===== src/hw/rtl/cdll_pkg.sv =====
// cdll_pkg: operation and status codes, field widths and the slot command
// type shared by the circular doubly linked list block.
// No dependencies.
`default_nettype none

package cdll_pkg;

  // field widths of the input and result words
  localparam int OP_W   = 4;
  localparam int DATA_W = 32;
  localparam int POS_W  = 8;
  localparam int STAT_W = 2;
  localparam int LEN_W  = 5;

  // operation codes
  localparam logic [OP_W-1:0] OP_INS_FRONT = 4'd0;
  localparam logic [OP_W-1:0] OP_INS_BACK  = 4'd1;
  localparam logic [OP_W-1:0] OP_INS_AT    = 4'd2;
  localparam logic [OP_W-1:0] OP_DEL_FRONT = 4'd3;
  localparam logic [OP_W-1:0] OP_DEL_BACK  = 4'd4;
  localparam logic [OP_W-1:0] OP_DEL_AT    = 4'd5;
  localparam logic [OP_W-1:0] OP_READ_FWD  = 4'd6;
  localparam logic [OP_W-1:0] OP_READ_BWD  = 4'd7;
  localparam logic [OP_W-1:0] OP_CLEAR     = 4'd8;

  // status codes
  localparam logic [STAT_W-1:0] ST_OK    = 2'd0;
  localparam logic [STAT_W-1:0] ST_EMPTY = 2'd1;
  localparam logic [STAT_W-1:0] ST_FULL  = 2'd2;
  localparam logic [STAT_W-1:0] ST_RANGE = 2'd3;

  typedef logic signed [DATA_W-1:0] data_t;

  // command to the slot allocator
  typedef struct packed {
    logic take;
    logic free;
    logic wipe;
  } slot_cmd_t;

endpackage

`default_nettype wire


===== src/hw/rtl/cdll_ifs.sv =====
// cdll_in_if / cdll_out_if: valid-ready channels for operation words and
// result words. Depends on cdll_pkg.
`default_nettype none

interface cdll_in_if;
  import cdll_pkg::*;

  logic                valid;
  logic                ready;
  logic [OP_W-1:0]     operation;
  data_t               value;
  logic [POS_W-1:0]    position;

  modport source (output valid, output operation, output value, output position,
                  input ready);
  modport sink   (input valid, input operation, input value, input position,
                  output ready);
endinterface

interface cdll_out_if;
  import cdll_pkg::*;

  logic                valid;
  logic                ready;
  logic [STAT_W-1:0]   status;
  data_t               read_value;
  logic                last;
  logic [LEN_W-1:0]    length;

  modport source (output valid, output status, output read_value, output last,
                  output length, input ready);
  modport sink   (input valid, input status, input read_value, input last,
                  input length, output ready);
endinterface

`default_nettype wire


===== src/hw/rtl/circular_doubly_linked_list_core.sv =====
// circular_doubly_linked_list_core: top level of the linked list block,
// joining the sequencer, the node pool memories and the slot allocator.
// Depends on cdll_pkg, cdll_ifs, cdll_alloc, cdll_store and cdll_ctrl.
//
//   channel   dir   handshake      word
//   in_port   in    valid/ready    operation, value, position
//   out_port  out   valid/ready    status, read_value, last, length
//
// One operation at a time; the walk follows one link per cycle through the
// registered read port of the node pool. Inserts walk, write the new node
// and relink its neighbours; deletes walk and unlink; reads walk, then stream.
// Errors, clear and a first insert answer directly. Reset is synchronous and
// leaves an empty list at once; the pool memories are not cleared.
// A stalled result word holds the sequencer in its emit step; a new word is
// taken as soon as the sequencer is idle, even while a result still waits.
`default_nettype none

module circular_doubly_linked_list_core #(
  parameter int CAPACITY = 16
) (
  input  wire logic    clk,
  input  wire logic    rst_n,
  cdll_in_if.sink      in_port,
  cdll_out_if.source   out_port
);
  import cdll_pkg::*;

  localparam int IDX_W = $clog2(CAPACITY);

  logic [IDX_W-1:0] rd_addr;
  logic             nx_we;
  logic [IDX_W-1:0] nx_wa;
  logic [IDX_W-1:0] nx_wd;
  logic             pv_we;
  logic [IDX_W-1:0] pv_wa;
  logic [IDX_W-1:0] pv_wd;
  logic             val_we;
  data_t            val_wd;
  logic [IDX_W-1:0] rd_next;
  logic [IDX_W-1:0] rd_prev;
  data_t            rd_val;
  slot_cmd_t        slot_cmd;
  logic [IDX_W-1:0] slot_idx;
  logic [IDX_W-1:0] free_idx;

  // slot allocator
  cdll_alloc #(.CAPACITY(CAPACITY)) u_alloc (
    .clk      (clk),
    .rst_n    (rst_n),
    .cmd      (slot_cmd),
    .idx      (slot_idx),
    .free_idx (free_idx)
  );

  // node pool
  cdll_store #(.CAPACITY(CAPACITY)) u_store (
    .clk       (clk),
    .rd_addr   (rd_addr),
    .nx_we     (nx_we),
    .nx_wa     (nx_wa),
    .nx_wd     (nx_wd),
    .pv_we     (pv_we),
    .pv_wa     (pv_wa),
    .pv_wd     (pv_wd),
    .val_we    (val_we),
    .val_wd    (val_wd),
    .rd_next_r (rd_next),
    .rd_prev_r (rd_prev),
    .rd_val_r  (rd_val)
  );

  // sequencer and result register
  cdll_ctrl #(.CAPACITY(CAPACITY)) u_ctrl (
    .clk      (clk),
    .rst_n    (rst_n),
    .in_port  (in_port),
    .out_port (out_port),
    .rd_addr  (rd_addr),
    .nx_we    (nx_we),
    .nx_wa    (nx_wa),
    .nx_wd    (nx_wd),
    .pv_we    (pv_we),
    .pv_wa    (pv_wa),
    .pv_wd    (pv_wd),
    .val_we   (val_we),
    .val_wd   (val_wd),
    .rd_next  (rd_next),
    .rd_prev  (rd_prev),
    .rd_val   (rd_val),
    .slot_cmd (slot_cmd),
    .slot_idx (slot_idx),
    .free_idx (free_idx)
  );

endmodule

`default_nettype wire


===== src/hw/rtl/cdll_alloc.sv =====
// cdll_alloc: slot-in-use bitmap and lowest-free-slot encoder.
// Depends on cdll_pkg.
`default_nettype none

module cdll_alloc #(
  parameter int CAPACITY = 16,
  localparam int IDX_W = $clog2(CAPACITY)
) (
  input  wire logic              clk,
  input  wire logic              rst_n,
  input  wire cdll_pkg::slot_cmd_t cmd,
  input  wire logic [IDX_W-1:0]  idx,
  output logic [IDX_W-1:0]       free_idx
);
  import cdll_pkg::*;

  logic [CAPACITY-1:0] used_r;
  logic [CAPACITY-1:0] used_nxt;

  // bitmap update
  always_comb begin
    used_nxt = used_r;
    if (cmd.wipe) begin
      used_nxt = '0;
    end else if (cmd.take) begin
      used_nxt[idx] = 1'b1;
    end else if (cmd.free) begin
      used_nxt[idx] = 1'b0;
    end
  end

  always_ff @(posedge clk) begin
    if (!rst_n) begin
      used_r <= '0;
    end else begin
      used_r <= used_nxt;
    end
  end

  // lowest unused slot, top slot when none below is free
  always_comb begin
    free_idx = IDX_W'(CAPACITY - 1);
    for (int i = CAPACITY - 1; i >= 0; i--) begin
      if (!used_r[i]) begin
        free_idx = IDX_W'(i);
      end
    end
  end

endmodule

`default_nettype wire


===== src/hw/rtl/cdll_store.sv =====
// cdll_store: node pool memories (value, next link, previous link), one
// shared read address with registered outputs and one write port per memory.
// Depends on cdll_pkg.
`default_nettype none

module cdll_store #(
  parameter int CAPACITY = 16,
  localparam int IDX_W = $clog2(CAPACITY)
) (
  input  wire logic              clk,
  input  wire logic [IDX_W-1:0]  rd_addr,
  input  wire logic              nx_we,
  input  wire logic [IDX_W-1:0]  nx_wa,
  input  wire logic [IDX_W-1:0]  nx_wd,
  input  wire logic              pv_we,
  input  wire logic [IDX_W-1:0]  pv_wa,
  input  wire logic [IDX_W-1:0]  pv_wd,
  input  wire logic              val_we,
  input  wire cdll_pkg::data_t   val_wd,
  output logic [IDX_W-1:0]       rd_next_r,
  output logic [IDX_W-1:0]       rd_prev_r,
  output cdll_pkg::data_t        rd_val_r
);
  import cdll_pkg::*;

  logic [IDX_W-1:0] next_mem [CAPACITY];
  logic [IDX_W-1:0] prev_mem [CAPACITY];
  data_t            val_mem  [CAPACITY];

  // value shares the next-link write address
  always_ff @(posedge clk) begin
    if (nx_we) begin
      next_mem[nx_wa] <= nx_wd;
    end
    if (val_we) begin
      val_mem[nx_wa] <= val_wd;
    end
    if (pv_we) begin
      prev_mem[pv_wa] <= pv_wd;
    end
  end

  // registered read
  always_ff @(posedge clk) begin
    rd_next_r <= next_mem[rd_addr];
    rd_prev_r <= prev_mem[rd_addr];
    rd_val_r  <= val_mem[rd_addr];
  end

endmodule

`default_nettype wire


===== src/hw/rtl/cdll_ctrl.sv =====
// cdll_ctrl: operation sequencer (link walk, relink, read streaming), list
// head state and the result word register.
// Depends on cdll_pkg and cdll_ifs; drives cdll_store and cdll_alloc.
`default_nettype none

module cdll_ctrl #(
  parameter int CAPACITY = 16,
  localparam int IDX_W = $clog2(CAPACITY)
) (
  input  wire logic              clk,
  input  wire logic              rst_n,
  cdll_in_if.sink                in_port,
  cdll_out_if.source             out_port,
  // node pool
  output logic [IDX_W-1:0]       rd_addr,
  output logic                   nx_we,
  output logic [IDX_W-1:0]       nx_wa,
  output logic [IDX_W-1:0]       nx_wd,
  output logic                   pv_we,
  output logic [IDX_W-1:0]       pv_wa,
  output logic [IDX_W-1:0]       pv_wd,
  output logic                   val_we,
  output cdll_pkg::data_t        val_wd,
  input  wire logic [IDX_W-1:0]  rd_next,
  input  wire logic [IDX_W-1:0]  rd_prev,
  input  wire cdll_pkg::data_t   rd_val,
  // slot allocator
  output cdll_pkg::slot_cmd_t    slot_cmd,
  output logic [IDX_W-1:0]       slot_idx,
  input  wire logic [IDX_W-1:0]  free_idx
);
  import cdll_pkg::*;

  localparam int CNT_W = $clog2(CAPACITY + 1);
  localparam int CMP_W = ((CNT_W > POS_W) ? CNT_W : POS_W) + 1;

  localparam logic [2:0] S_IDLE = 3'd0;
  localparam logic [2:0] S_WALK = 3'd1;
  localparam logic [2:0] S_LINK = 3'd2;
  localparam logic [2:0] S_READ = 3'd3;
  localparam logic [2:0] S_RESP = 3'd4;

  logic [2:0]        state_r, state_nxt;
  logic [OP_W-1:0]   op_r, op_nxt;
  data_t             val_r, val_nxt;
  logic [IDX_W-1:0]  node_r, node_nxt;
  logic [IDX_W-1:0]  cur_r, cur_nxt;
  logic [IDX_W-1:0]  nx_r, nx_nxt;
  logic [CNT_W-1:0]  rem_r, rem_nxt;
  logic [CNT_W-1:0]  left_r, left_nxt;
  logic              as_tail_r, as_tail_nxt;
  logic [STAT_W-1:0] status_r, status_nxt;
  logic [IDX_W-1:0]  tail_r, tail_nxt;
  logic [CNT_W-1:0]  count_r, count_nxt;

  logic              out_valid_r, out_valid_nxt;
  logic [STAT_W-1:0] out_status_r;
  data_t             out_value_r;
  logic              out_last_r;
  logic [LEN_W-1:0]  out_len_r;

  logic              in_acc;
  logic              out_free;
  logic              load;
  logic [STAT_W-1:0] ld_status;
  data_t             ld_value;
  logic              ld_last;
  logic              first_ins;
  logic              is_ins;
  logic              is_del;
  logic              is_full;
  logic              is_empty;
  logic [CMP_W-1:0]  pos_ext;
  logic [CMP_W-1:0]  cnt_ext;
  logic [CNT_W+LEN_W-1:0] cnt_wide;

  assign in_port.ready = (state_r == S_IDLE);
  assign in_acc        = in_port.valid && in_port.ready;
  assign out_free      = !out_valid_r || out_port.ready;

  assign is_full  = (count_r == CNT_W'(CAPACITY));
  assign is_empty = (count_r == '0);
  assign pos_ext  = CMP_W'(in_port.position);
  assign cnt_ext  = CMP_W'(count_r);
  assign cnt_wide = {{LEN_W{1'b0}}, count_r};

  assign is_ins = (op_r == OP_INS_FRONT) || (op_r == OP_INS_BACK) || (op_r == OP_INS_AT);
  assign is_del = (op_r == OP_DEL_FRONT) || (op_r == OP_DEL_BACK) || (op_r == OP_DEL_AT);

  // sequencer
  always_comb begin
    state_nxt   = state_r;
    op_nxt      = op_r;
    val_nxt     = val_r;
    node_nxt    = node_r;
    cur_nxt     = cur_r;
    nx_nxt      = nx_r;
    rem_nxt     = rem_r;
    left_nxt    = left_r;
    as_tail_nxt = as_tail_r;
    status_nxt  = status_r;
    tail_nxt    = tail_r;
    count_nxt   = count_r;
    rd_addr     = cur_r;
    nx_we       = 1'b0;
    nx_wa       = node_r;
    nx_wd       = node_r;
    pv_we       = 1'b0;
    pv_wa       = node_r;
    pv_wd       = node_r;
    val_we      = 1'b0;
    val_wd      = val_r;
    slot_cmd    = '0;
    slot_idx    = node_r;
    load        = 1'b0;
    ld_status   = status_r;
    ld_value    = '0;
    ld_last     = 1'b1;
    first_ins   = 1'b0;

    unique case (state_r)
      S_IDLE: begin
        rd_addr = tail_r;
        if (in_acc) begin
          op_nxt      = in_port.operation;
          val_nxt     = in_port.value;
          cur_nxt     = tail_r;
          node_nxt    = free_idx;
          left_nxt    = count_r;
          as_tail_nxt = 1'b0;
          rem_nxt     = '0;
          status_nxt  = ST_OK;
          state_nxt   = S_RESP;
          unique case (in_port.operation)
            OP_INS_FRONT, OP_INS_BACK: begin
              if (is_full) begin
                status_nxt = ST_FULL;
              end else if (is_empty) begin
                first_ins = 1'b1;
              end else begin
                as_tail_nxt = (in_port.operation == OP_INS_BACK);
                state_nxt   = S_WALK;
              end
            end
            OP_INS_AT: begin
              if (is_full) begin
                status_nxt = ST_FULL;
              end else if (pos_ext == '0 || pos_ext > cnt_ext + CMP_W'(1)) begin
                status_nxt = ST_RANGE;
              end else if (is_empty) begin
                first_ins = 1'b1;
              end else begin
                // walk to the node before the position
                rem_nxt     = CNT_W'(pos_ext - CMP_W'(1));
                as_tail_nxt = (pos_ext == cnt_ext + CMP_W'(1));
                state_nxt   = S_WALK;
              end
            end
            OP_DEL_FRONT, OP_DEL_BACK: begin
              if (is_empty) begin
                status_nxt = ST_EMPTY;
              end else begin
                rem_nxt   = (in_port.operation == OP_DEL_FRONT) ? CNT_W'(1) : '0;
                state_nxt = S_WALK;
              end
            end
            OP_DEL_AT: begin
              if (is_empty) begin
                status_nxt = ST_EMPTY;
              end else if (pos_ext == '0 || pos_ext > cnt_ext) begin
                status_nxt = ST_RANGE;
              end else begin
                rem_nxt   = CNT_W'(pos_ext);
                state_nxt = S_WALK;
              end
            end
            OP_READ_FWD, OP_READ_BWD: begin
              if (is_empty) begin
                status_nxt = ST_EMPTY;
              end else begin
                rem_nxt   = (in_port.operation == OP_READ_FWD) ? CNT_W'(1) : '0;
                state_nxt = S_WALK;
              end
            end
            OP_CLEAR: begin
              slot_cmd.wipe = 1'b1;
              count_nxt     = '0;
              tail_nxt      = '0;
            end
            default: begin
            end
          endcase

          // first node of an empty list links to itself
          if (first_ins) begin
            nx_we         = 1'b1;
            nx_wa         = free_idx;
            nx_wd         = free_idx;
            pv_we         = 1'b1;
            pv_wa         = free_idx;
            pv_wd         = free_idx;
            val_we        = 1'b1;
            val_wd        = in_port.value;
            slot_cmd.take = 1'b1;
            slot_idx      = free_idx;
            tail_nxt      = free_idx;
            count_nxt     = CNT_W'(1);
          end
        end
      end

      S_WALK: begin
        if (rem_r != '0) begin
          // follow one next link per cycle
          rd_addr = rd_next;
          cur_nxt = rd_next;
          rem_nxt = rem_r - CNT_W'(1);
        end else if (is_ins) begin
          // new node sits between cur and its successor
          nx_we     = 1'b1;
          nx_wa     = node_r;
          nx_wd     = rd_next;
          pv_we     = 1'b1;
          pv_wa     = node_r;
          pv_wd     = cur_r;
          val_we    = 1'b1;
          nx_nxt    = rd_next;
          state_nxt = S_LINK;
        end else if (is_del) begin
          // unlink cur from its neighbors
          nx_we         = 1'b1;
          nx_wa         = rd_prev;
          nx_wd         = rd_next;
          pv_we         = 1'b1;
          pv_wa         = rd_next;
          pv_wd         = rd_prev;
          slot_cmd.free = 1'b1;
          slot_idx      = cur_r;
          count_nxt     = count_r - CNT_W'(1);
          if (count_r == CNT_W'(1)) begin
            tail_nxt = '0;
          end else if (cur_r == tail_r) begin
            tail_nxt = rd_prev;
          end
          state_nxt = S_RESP;
        end else begin
          state_nxt = S_READ;
        end
      end

      S_LINK: begin
        nx_we         = 1'b1;
        nx_wa         = cur_r;
        nx_wd         = node_r;
        pv_we         = 1'b1;
        pv_wa         = nx_r;
        pv_wd         = node_r;
        slot_cmd.take = 1'b1;
        slot_idx      = node_r;
        count_nxt     = count_r + CNT_W'(1);
        if (as_tail_r) begin
          tail_nxt = node_r;
        end
        state_nxt = S_RESP;
      end

      S_READ: begin
        // one element per cycle while the result register drains
        if (out_free) begin
          load      = 1'b1;
          ld_status = ST_OK;
          ld_value  = rd_val;
          ld_last   = (left_r == CNT_W'(1));
          left_nxt  = left_r - CNT_W'(1);
          if (left_r == CNT_W'(1)) begin
            state_nxt = S_IDLE;
          end else begin
            rd_addr = (op_r == OP_READ_FWD) ? rd_next : rd_prev;
            cur_nxt = rd_addr;
          end
        end
      end

      S_RESP: begin
        if (out_free) begin
          load      = 1'b1;
          state_nxt = S_IDLE;
        end
      end

      default: begin
        state_nxt = S_IDLE;
      end
    endcase
  end

  // control state
  always_ff @(posedge clk) begin
    if (!rst_n) begin
      state_r     <= S_IDLE;
      tail_r      <= '0;
      count_r     <= '0;
      out_valid_r <= 1'b0;
    end else begin
      state_r     <= state_nxt;
      tail_r      <= tail_nxt;
      count_r     <= count_nxt;
      out_valid_r <= out_valid_nxt;
    end
  end

  // working registers
  always_ff @(posedge clk) begin
    op_r      <= op_nxt;
    val_r     <= val_nxt;
    node_r    <= node_nxt;
    cur_r     <= cur_nxt;
    nx_r      <= nx_nxt;
    rem_r     <= rem_nxt;
    left_r    <= left_nxt;
    as_tail_r <= as_tail_nxt;
    status_r  <= status_nxt;
  end

  // result word register
  always_comb begin
    out_valid_nxt = out_valid_r && !out_port.ready;
    if (load) begin
      out_valid_nxt = 1'b1;
    end
  end

  always_ff @(posedge clk) begin
    if (load) begin
      out_status_r <= ld_status;
      out_value_r  <= ld_value;
      out_last_r   <= ld_last;
      out_len_r    <= cnt_wide[LEN_W-1:0];
    end
  end

  assign out_port.valid      = out_valid_r;
  assign out_port.status     = out_status_r;
  assign out_port.read_value = out_value_r;
  assign out_port.last       = out_last_r;
  assign out_port.length     = out_len_r;

endmodule

`default_nettype wire

===== src/flat_wrapper.sv =====
// flat-port wrapper written by rule: the top's interface ports become plain ports
module circular_doubly_linked_list_core_flat import cdll_pkg::*;
#(
  parameter int CAPACITY = 16
)
  (clk, rst_n, in_port_valid, in_port_operation, in_port_value, in_port_position, in_port_ready, out_port_valid, out_port_status, out_port_read_value, out_port_last, out_port_length, out_port_ready);
  cdll_in_if in_port_i ();
  cdll_out_if out_port_i ();
  input  wire logic clk;
  input  wire logic rst_n;
  input wire logic [$bits(in_port_i.valid)-1:0] in_port_valid;
  input wire logic [$bits(in_port_i.operation)-1:0] in_port_operation;
  input wire logic [$bits(in_port_i.value)-1:0] in_port_value;
  input wire logic [$bits(in_port_i.position)-1:0] in_port_position;
  output wire logic [$bits(in_port_i.ready)-1:0] in_port_ready;
  output wire logic [$bits(out_port_i.valid)-1:0] out_port_valid;
  output wire logic [$bits(out_port_i.status)-1:0] out_port_status;
  output wire logic [$bits(out_port_i.read_value)-1:0] out_port_read_value;
  output wire logic [$bits(out_port_i.last)-1:0] out_port_last;
  output wire logic [$bits(out_port_i.length)-1:0] out_port_length;
  input wire logic [$bits(out_port_i.ready)-1:0] out_port_ready;
  assign in_port_i.valid = in_port_valid;
  assign in_port_i.operation = in_port_operation;
  assign in_port_i.value = in_port_value;
  assign in_port_i.position = in_port_position;
  assign in_port_ready = in_port_i.ready;
  assign out_port_valid = out_port_i.valid;
  assign out_port_status = out_port_i.status;
  assign out_port_read_value = out_port_i.read_value;
  assign out_port_last = out_port_i.last;
  assign out_port_length = out_port_i.length;
  assign out_port_i.ready = out_port_ready;
  circular_doubly_linked_list_core #(.CAPACITY(CAPACITY)) u_core (.clk(clk), .rst_n(rst_n), .in_port(in_port_i), .out_port(out_port_i));
endmodule

===== config.mk =====
export PLATFORM = sky130hd
export DESIGN_NAME = circular_doubly_linked_list_core_flat
export DESIGN_NICKNAME = d
export VERILOG_FILES = /design/src/hw/rtl/cdll_pkg.sv /design/src/hw/rtl/cdll_ifs.sv /design/src/hw/rtl/circular_doubly_linked_list_core.sv /design/src/hw/rtl/cdll_alloc.sv /design/src/hw/rtl/cdll_store.sv /design/src/hw/rtl/cdll_ctrl.sv /design/src/flat_wrapper.sv
export SDC_FILE = /design/constraint.sdc
export NUM_CORES = 1
export LEC_CHECK = 0
export BUFFER_PORTS_ARGS = -buffer_cell sky130_fd_sc_hd__buf_4
export CAP_MARGIN = 20
export CELL_PAD_IN_SITES_DETAIL_PLACEMENT = 0
export CELL_PAD_IN_SITES_GLOBAL_PLACEMENT = 1
export CORE_MARGIN = 8
export CORE_UTILIZATION = 24
export DETAILED_ROUTE_END_ITERATION = 6
export MAX_ROUTING_LAYER = met4
export PLACE_DENSITY_LB_ADDON = 0.1
export SYNTH_ARGS = -nofsm -noshare
export SYNTH_HDL_FRONTEND = slang
export SYNTH_HIERARCHICAL = 1
export SYNTH_SLANG_ARGS = --single-unit

===== constraint.sdc =====
create_clock -name clk -period 6.7 [get_ports clk]
set_input_delay 0 -clock clk [delete_from_list [all_inputs] [get_ports clk]]
set_output_delay 0 -clock clk [all_outputs]
set_load 0.005 [all_outputs]

# Word-level counts from Yosys, hierarchy flattened
# Memory sizes are Yosys's and may differ from the RTL's. A register that Yosys moved wholly into a read port is not among the register bits.
# Index checks and enable logic that the tools add are counted.
# totals
ram_bits,640
romBits,0
inputBits,48
out_inout_bits,42
register_bits,130
elab_cells,250
memories,3
latch_bits,0
# classes
addsub,6
n_mux,142
n_shift,0
div,0
n_eq_ne,34
multipliers,0
n_lt_le_gt_ge,4
reduce_logical,38
bitwise_logic,5
# memory_table
memory,depth,width,rd,rd_ports_with_merged_regs,wr,line_no,text
u_core.u_store.val_mem,16,32,1,1,1,cdll_store.sv:28,data_t val_mem [CAPACITY];
u_core.u_store.next_mem,16,4,1,1,1,cdll_store.sv:26,logic [IDX_W-1:0] next_mem [CAPACITY];
u_core.u_store.prev_mem,16,4,1,1,1,cdll_store.sv:27,logic [IDX_W-1:0] prev_mem [CAPACITY];
# op_table
cell,count
4-bit two-way mux,43
32-bit two-way mux,3
5-bit two-way mux,15
4-bit one-hot mux with 3 select lines,5
3-bit two-way mux,13
1-bit two-way mux,38
16-bit two-way mux,2
"4-bit by 3-bit equality test with 1-bit output, second input constant",7
4-bit one-hot mux with 2 select lines,3
5-bit one-hot mux with 2 select lines,2
5-bit one-hot mux with 4 select lines,1
"5-bit by 1-bit subtractor with 5-bit output, second input constant",4
16-bit bitwise AND,1
"4-bit by 2-bit equality test with 1-bit output, second input constant",4
"2-bit != test, second input constant",8
16-bit NOT,1
16-bit OR,1
3-bit one-hot mux with 5 select lines,1
5-bit one-hot mux with 3 select lines,1
2-bit two-way mux,7
3-bit one-hot mux with 4 select lines,1
"5-bit by 1-bit equality test with 1-bit output, second input constant",2
2-bit OR reduction,5
9-bit logical NOT,1
37 further kinds,60

# Longest topological paths before layout
# logic_depth
ltp_word,26
mapped_depth,14
depth_no_buf,13

# Cells and area by module
# Netlist, hierarchy kept.
# modules_own_cells
module,cells_each,area_per_inst_um2,instances,seq_area_each_um2
cdll_store,1088,25341.8,1,20019.2
cdll_ctrl,608,6792.8,1,3293.2
cdll_alloc,101,835.8,1,300.3

# Worst setup path before layout
# No wires, ideal clock.
# synth_timing
path_type,reg2reg
start,reg u_core.u_ctrl.count_r[2]
end,mem u_core/u_store/val_mem[0][0] (netlist name) (enable)
period_less_slack_ns,5.382
t_required_ns,6.279
path_buffers,1
setup_slack_ns,1.318
setup_ns,0.421
arrival_ns,4.961
stages_incl_launch_ff,13
cell_sequence,dfxtp_1 clkbuf_1 inv_1 or4_1 ha_1 nand4bb_1 nor3_1 a211oi_1 nor2_1 a21oi_1 a211o_1 or3b_2 nor2_1
# synth_between
elab_cells_between_ends,20
cone_classes,add/sub: 1; order compare: 1; eq/ne: 1; mux: 15; reduce/logical: 2
# synth_lines
element,line_no,text
"start, declared",cdll_ctrl.sv:54,"logic [CNT_W-1:0] count_r, count_nxt;"
"start signal, assigned",cdll_ctrl.sv:307,count_r <= count_nxt;
5-bit by 1-bit adder with 6-bit output,cdll_ctrl.sv:148,end else if (pos_ext == '0 || pos_ext > cnt_ext + CMP_W'(1)) begin
8-bit by 6-bit > comparator with 1-bit output,cdll_ctrl.sv:148,
1-bit logical OR,cdll_ctrl.sv:148,
1-bit two-way mux,cdll_ctrl.sv:148,
1-bit two-way mux,cdll_ctrl.sv:146,if (is_full) begin
1-bit one-hot mux with 2 select lines (*),cdll_ctrl.sv:134,unique case (in_port.operation)
1-bit two-way mux (*),cdll_ctrl.sv:124,if (in_acc) begin
1-bit two-way mux (*),cdll_ctrl.sv:121,unique case (state_r)
4-bit two-way mux (*),cdll_ctrl.sv:195,if (first_ins) begin
4-bit two-way mux (*),cdll_ctrl.sv:124,
4-bit one-hot mux with 3 select lines (*),cdll_ctrl.sv:121,
named net u_core.nx_wa[3],circular_doubly_linked_list_core.sv:32,logic [IDX_W-1:0] nx_wa;
"end, declared",cdll_store.sv:28,
# The timed path passes the listed nets; every way through them passes the cells marked *. The select of a mux whose other input is x is not followed.

# Worst setup path in the final report
# layout_timing
start,reg u_core.u_ctrl.count_r[2]
end,mem u_core/u_store/val_mem[13][21] (netlist name) (enable)
# The elaborated chain is that of the path after synthesis.

==> qor.yml <==
detailed_routing:
  drt-pass1-iter-count: 5
  vias_per_cell: 4.51
  routedWlPerCell_um: 24.7
  ant_nets: 0
  wirelength_mm: 95.9
  drc: 0
  vias: 17500
  drt_iter0_markers: 1371
cts:
  htree_levels: 3
  post-cts-setup-buffers: 0
  clock_sinks: 809
  clk_latency_ps: 690
  root_buffer: "clkbuf_16"
  cts_tree: "built"
  clk_pin_slew_ps: 60
  cts_buffers: 97
  clk_path_buf_depth: 3
setup_path:
  cp.arrival_ps: 5830
  crit_path_end_kind: "flop"
  cp.required_ps: 7060
  path_class: "reg -> reg"
  crit_fanout: 16
  cp-start-kind: "flop"
pwr:
  power_density_nw_per_um2: 291
  p_leak_nw: 12.9
  ir_drop_mv: 0.179
  p_total_w: 0.0116
synth:
  yosysSeqAreaShare_pct: 71.6
  synthesis.area_um2: 33000
  synth_flop_cell: "edfxtp_1"
  ys_ff_latch: 809
  yosysWarnings: 6
  syn_area_per_cell_um2: 18.3
  synth_edf_count: 741
  synth_cell_types: 84
  async_flop_share_pct: 0
  syn_nets: 1864
  synthCells: 1797
cells_and_area:
  drive_gt1_share_pct: 21.9
  regArea_um2: 23600
  post-route-util_pct: 29.0
  area_growth_pct: 20.4
  nNetsFinal: 2079
  multi_input_area_um2: 8780
  n_antenna_cell: 0
  fill_cells: 13500
  stdcell_count: 3886
timing:
  setup_viol: 0
  max_freq_mhz: 183
  hold_violations: 0
  fin_worst_skew_ps: 44.0
  setup_slack_ps: 1230
  period_share_pct: 81.6
  relSlewSlack_pct: 30.3
  maxSlewViolCount: 0
  setup_tns_ps: 0
  rsz0062_at_grt: "false"
  worst_slew_pin_slew_ps: 1030
  period_needed_ps: 5470
status:
  outcome: "finished clean"
place:
  post-place-cells: 3634
  dp_hpwl_mm: 61.2
  gp_congestion: 0.752
  dpl_worst_slack_ps: 1160
  io_buffers: 89
min_path:
  worst_hold_path_type: "in -> reg"
floorplan:
  ios: 90
  die_x_um: 387
  core_um2: 137000
  die_y_um: 387
  floorplan.initialDensity_pct: 24.1
  rows: 136
  die_area_um2: 149000
job:
  drv_cap: 0
global_route:
  grt_pass1_vias: 18600
  overflow: 0
  grt_antenna_before_repair: 3
  grt_pass1_wl_mm: 138
  grt_max_degree: 89
  grt_usage_pct: 12.9
-- final cells by class --
cell class / instances / area share [%]
clock buffer: 129 / 6.60
tap: 1794 / 5.66
clock inverter: 50 / 1.18
multi-input combinational: 873 / 22.1
inverter: 20 / 0.192
sequential: 809 / 59.5
timing repair buffer: 211 / 4.74
-- timing repair --
| item | in CTS | in global routing |
|---|---|---|
| gates resized for setup | 0 | 0 |
| endpoints found under the setup margin | 0 | 0 |
| hold endpoints to repair | 586 | 0 |
| hold buffers | 73 | 0 |
-- cells in the mapped netlist, drive strengths merged (4+ instances only) --
cell type	instances	area share, %
nor4b	4	0.14
nand3b	6	0.14
nor4	12	0.28
clkbuf	48	0.55
o22ai	9	0.17
a211oi	7	0.20
and3	11	0.21
buf	47	1.5
dfxtp	68	4.1
mux2	36	1.6
mux2i	28	0.85
nor2	84	0.96
nor3	23	0.35
o211ai	7	0.16
nor2b	13	0.25
edfxtp	741	67
nand4	7	0.13
xor2	5	0.13
xnor2	8	0.21
a21oi	24	0.36
nand2	134	1.5
a211o	13	0.35
mux4	160	12
and2	45	0.88
nand3	16	0.24
nand2b	14	0.27
a22oi	90	2.0
or3	6	0.11
o221a	5	0.17
o21ai	28	0.43
a221o	8	0.24
inv	20	0.23
ha	19	0.72
-- cell usage in the layout, fill, tap and decap left out, types with 22 or more instances in the layout --
master and n:
buf_4 129, nand2_1 133, nor3_1 22, mux4_1 60, and2_1 40, a21oi_1 24
clkbuf_16 98, o21ai_0 22, edfxtp_1 741, mux2i_1 28, dlygate4sd3_1 73, mux4_2 100
dfxtp_1 68, clkbuf_1 26, a22oi_1 90, mux2_4 30, nor2_1 64
-- cells by family after synthesis --
kind of cell    Yosys count  synth area share [%]
flops                   809                  71.6
simple gates            388                  5.87
compound gates          229                  5.16
mux                     224                  14.0
buf+inv                 115                  2.25
fa+ha+maj                19                 0.721
xor+xnor                 13                 0.345
-- metrics by stage --
| step | hold slack (ps) | cell area [um2] |
|---|---|---|
| floorplan | 98.9 | 33000 |
| global placement | 191 | 35900 |
| detailed placement | 191 | 35900 |
| CTS | 1.36 | 39700 |
| global route | 28.8 | 39700 |
| finish | 63.1 | 39700 |
-- state kept, by name, summed over array words and instances, names as in the netlist, 5 cells and up, named ones only --
| name | cells |
|---|---|
| u_core/u_ctrl/count_r | 5 |
| u_core/u_ctrl/left_r | 5 |
| u_core/u_ctrl/out_port.length | 5 |
| u_core/u_ctrl/out_port.read_value | 32 |
| u_core/u_ctrl/rem_r | 5 |
| u_core/u_ctrl/val_r | 32 |
| u_core/u_store/next_mem | 64 |
| u_core/u_store/prev_mem | 64 |
| u_core/u_store/rd_val_r | 32 |
| u_core/u_store/val_mem | 512 |
-- per-layer routing --
layer / GRT usage [%] / vias to the layer above / wire length, um
met4: 4.07 / 0 / 2410
li1: - / 7758 / -
met3: 1.91 / 126 / 3400
met1: 16.9 / 9266 / 43800
met5: - / - / 0
met2: 20.8 / 377 / 46200
-- report_power, final --
group          switching (W)  leakage, nW  internal [W]
logic               0.000489         4.05      0.000306
registers          0.0000504         7.31       0.00563
clock network        0.00213         1.51       0.00295
total                0.00267         12.9       0.00888
-- critical path, stage by stage (launching register included) --
cell       delay [ps]
dfxtp_1           550
inv_1             150
or4_1             570
ha_1              310
a2111oi_0         730
o21ai_0           240
nor2_1            240
a311o_2           320
buf_4             380
and2_4            240
a211o_1           230
nand3_1           370
nor2_4            510
buf_4             330
-- final timing paths --
kind	startpoint	endpoint	slack, ps	depth (start not counted)
hold reg to reg	flop	flop	460	2
setup reg to reg	u_core/u_ctrl/count_r[2]	u_core/u_store/val_mem[13][21]	1230	13
setup / recovery	u_core/u_ctrl/count_r[2]	u_core/u_store/val_mem[13][21]	1230	13
hold / removal	in_port_value[18]	u_core/u_ctrl/val_r[18]	60	2
Note: power is estimated with default switching activity, not from simulation.
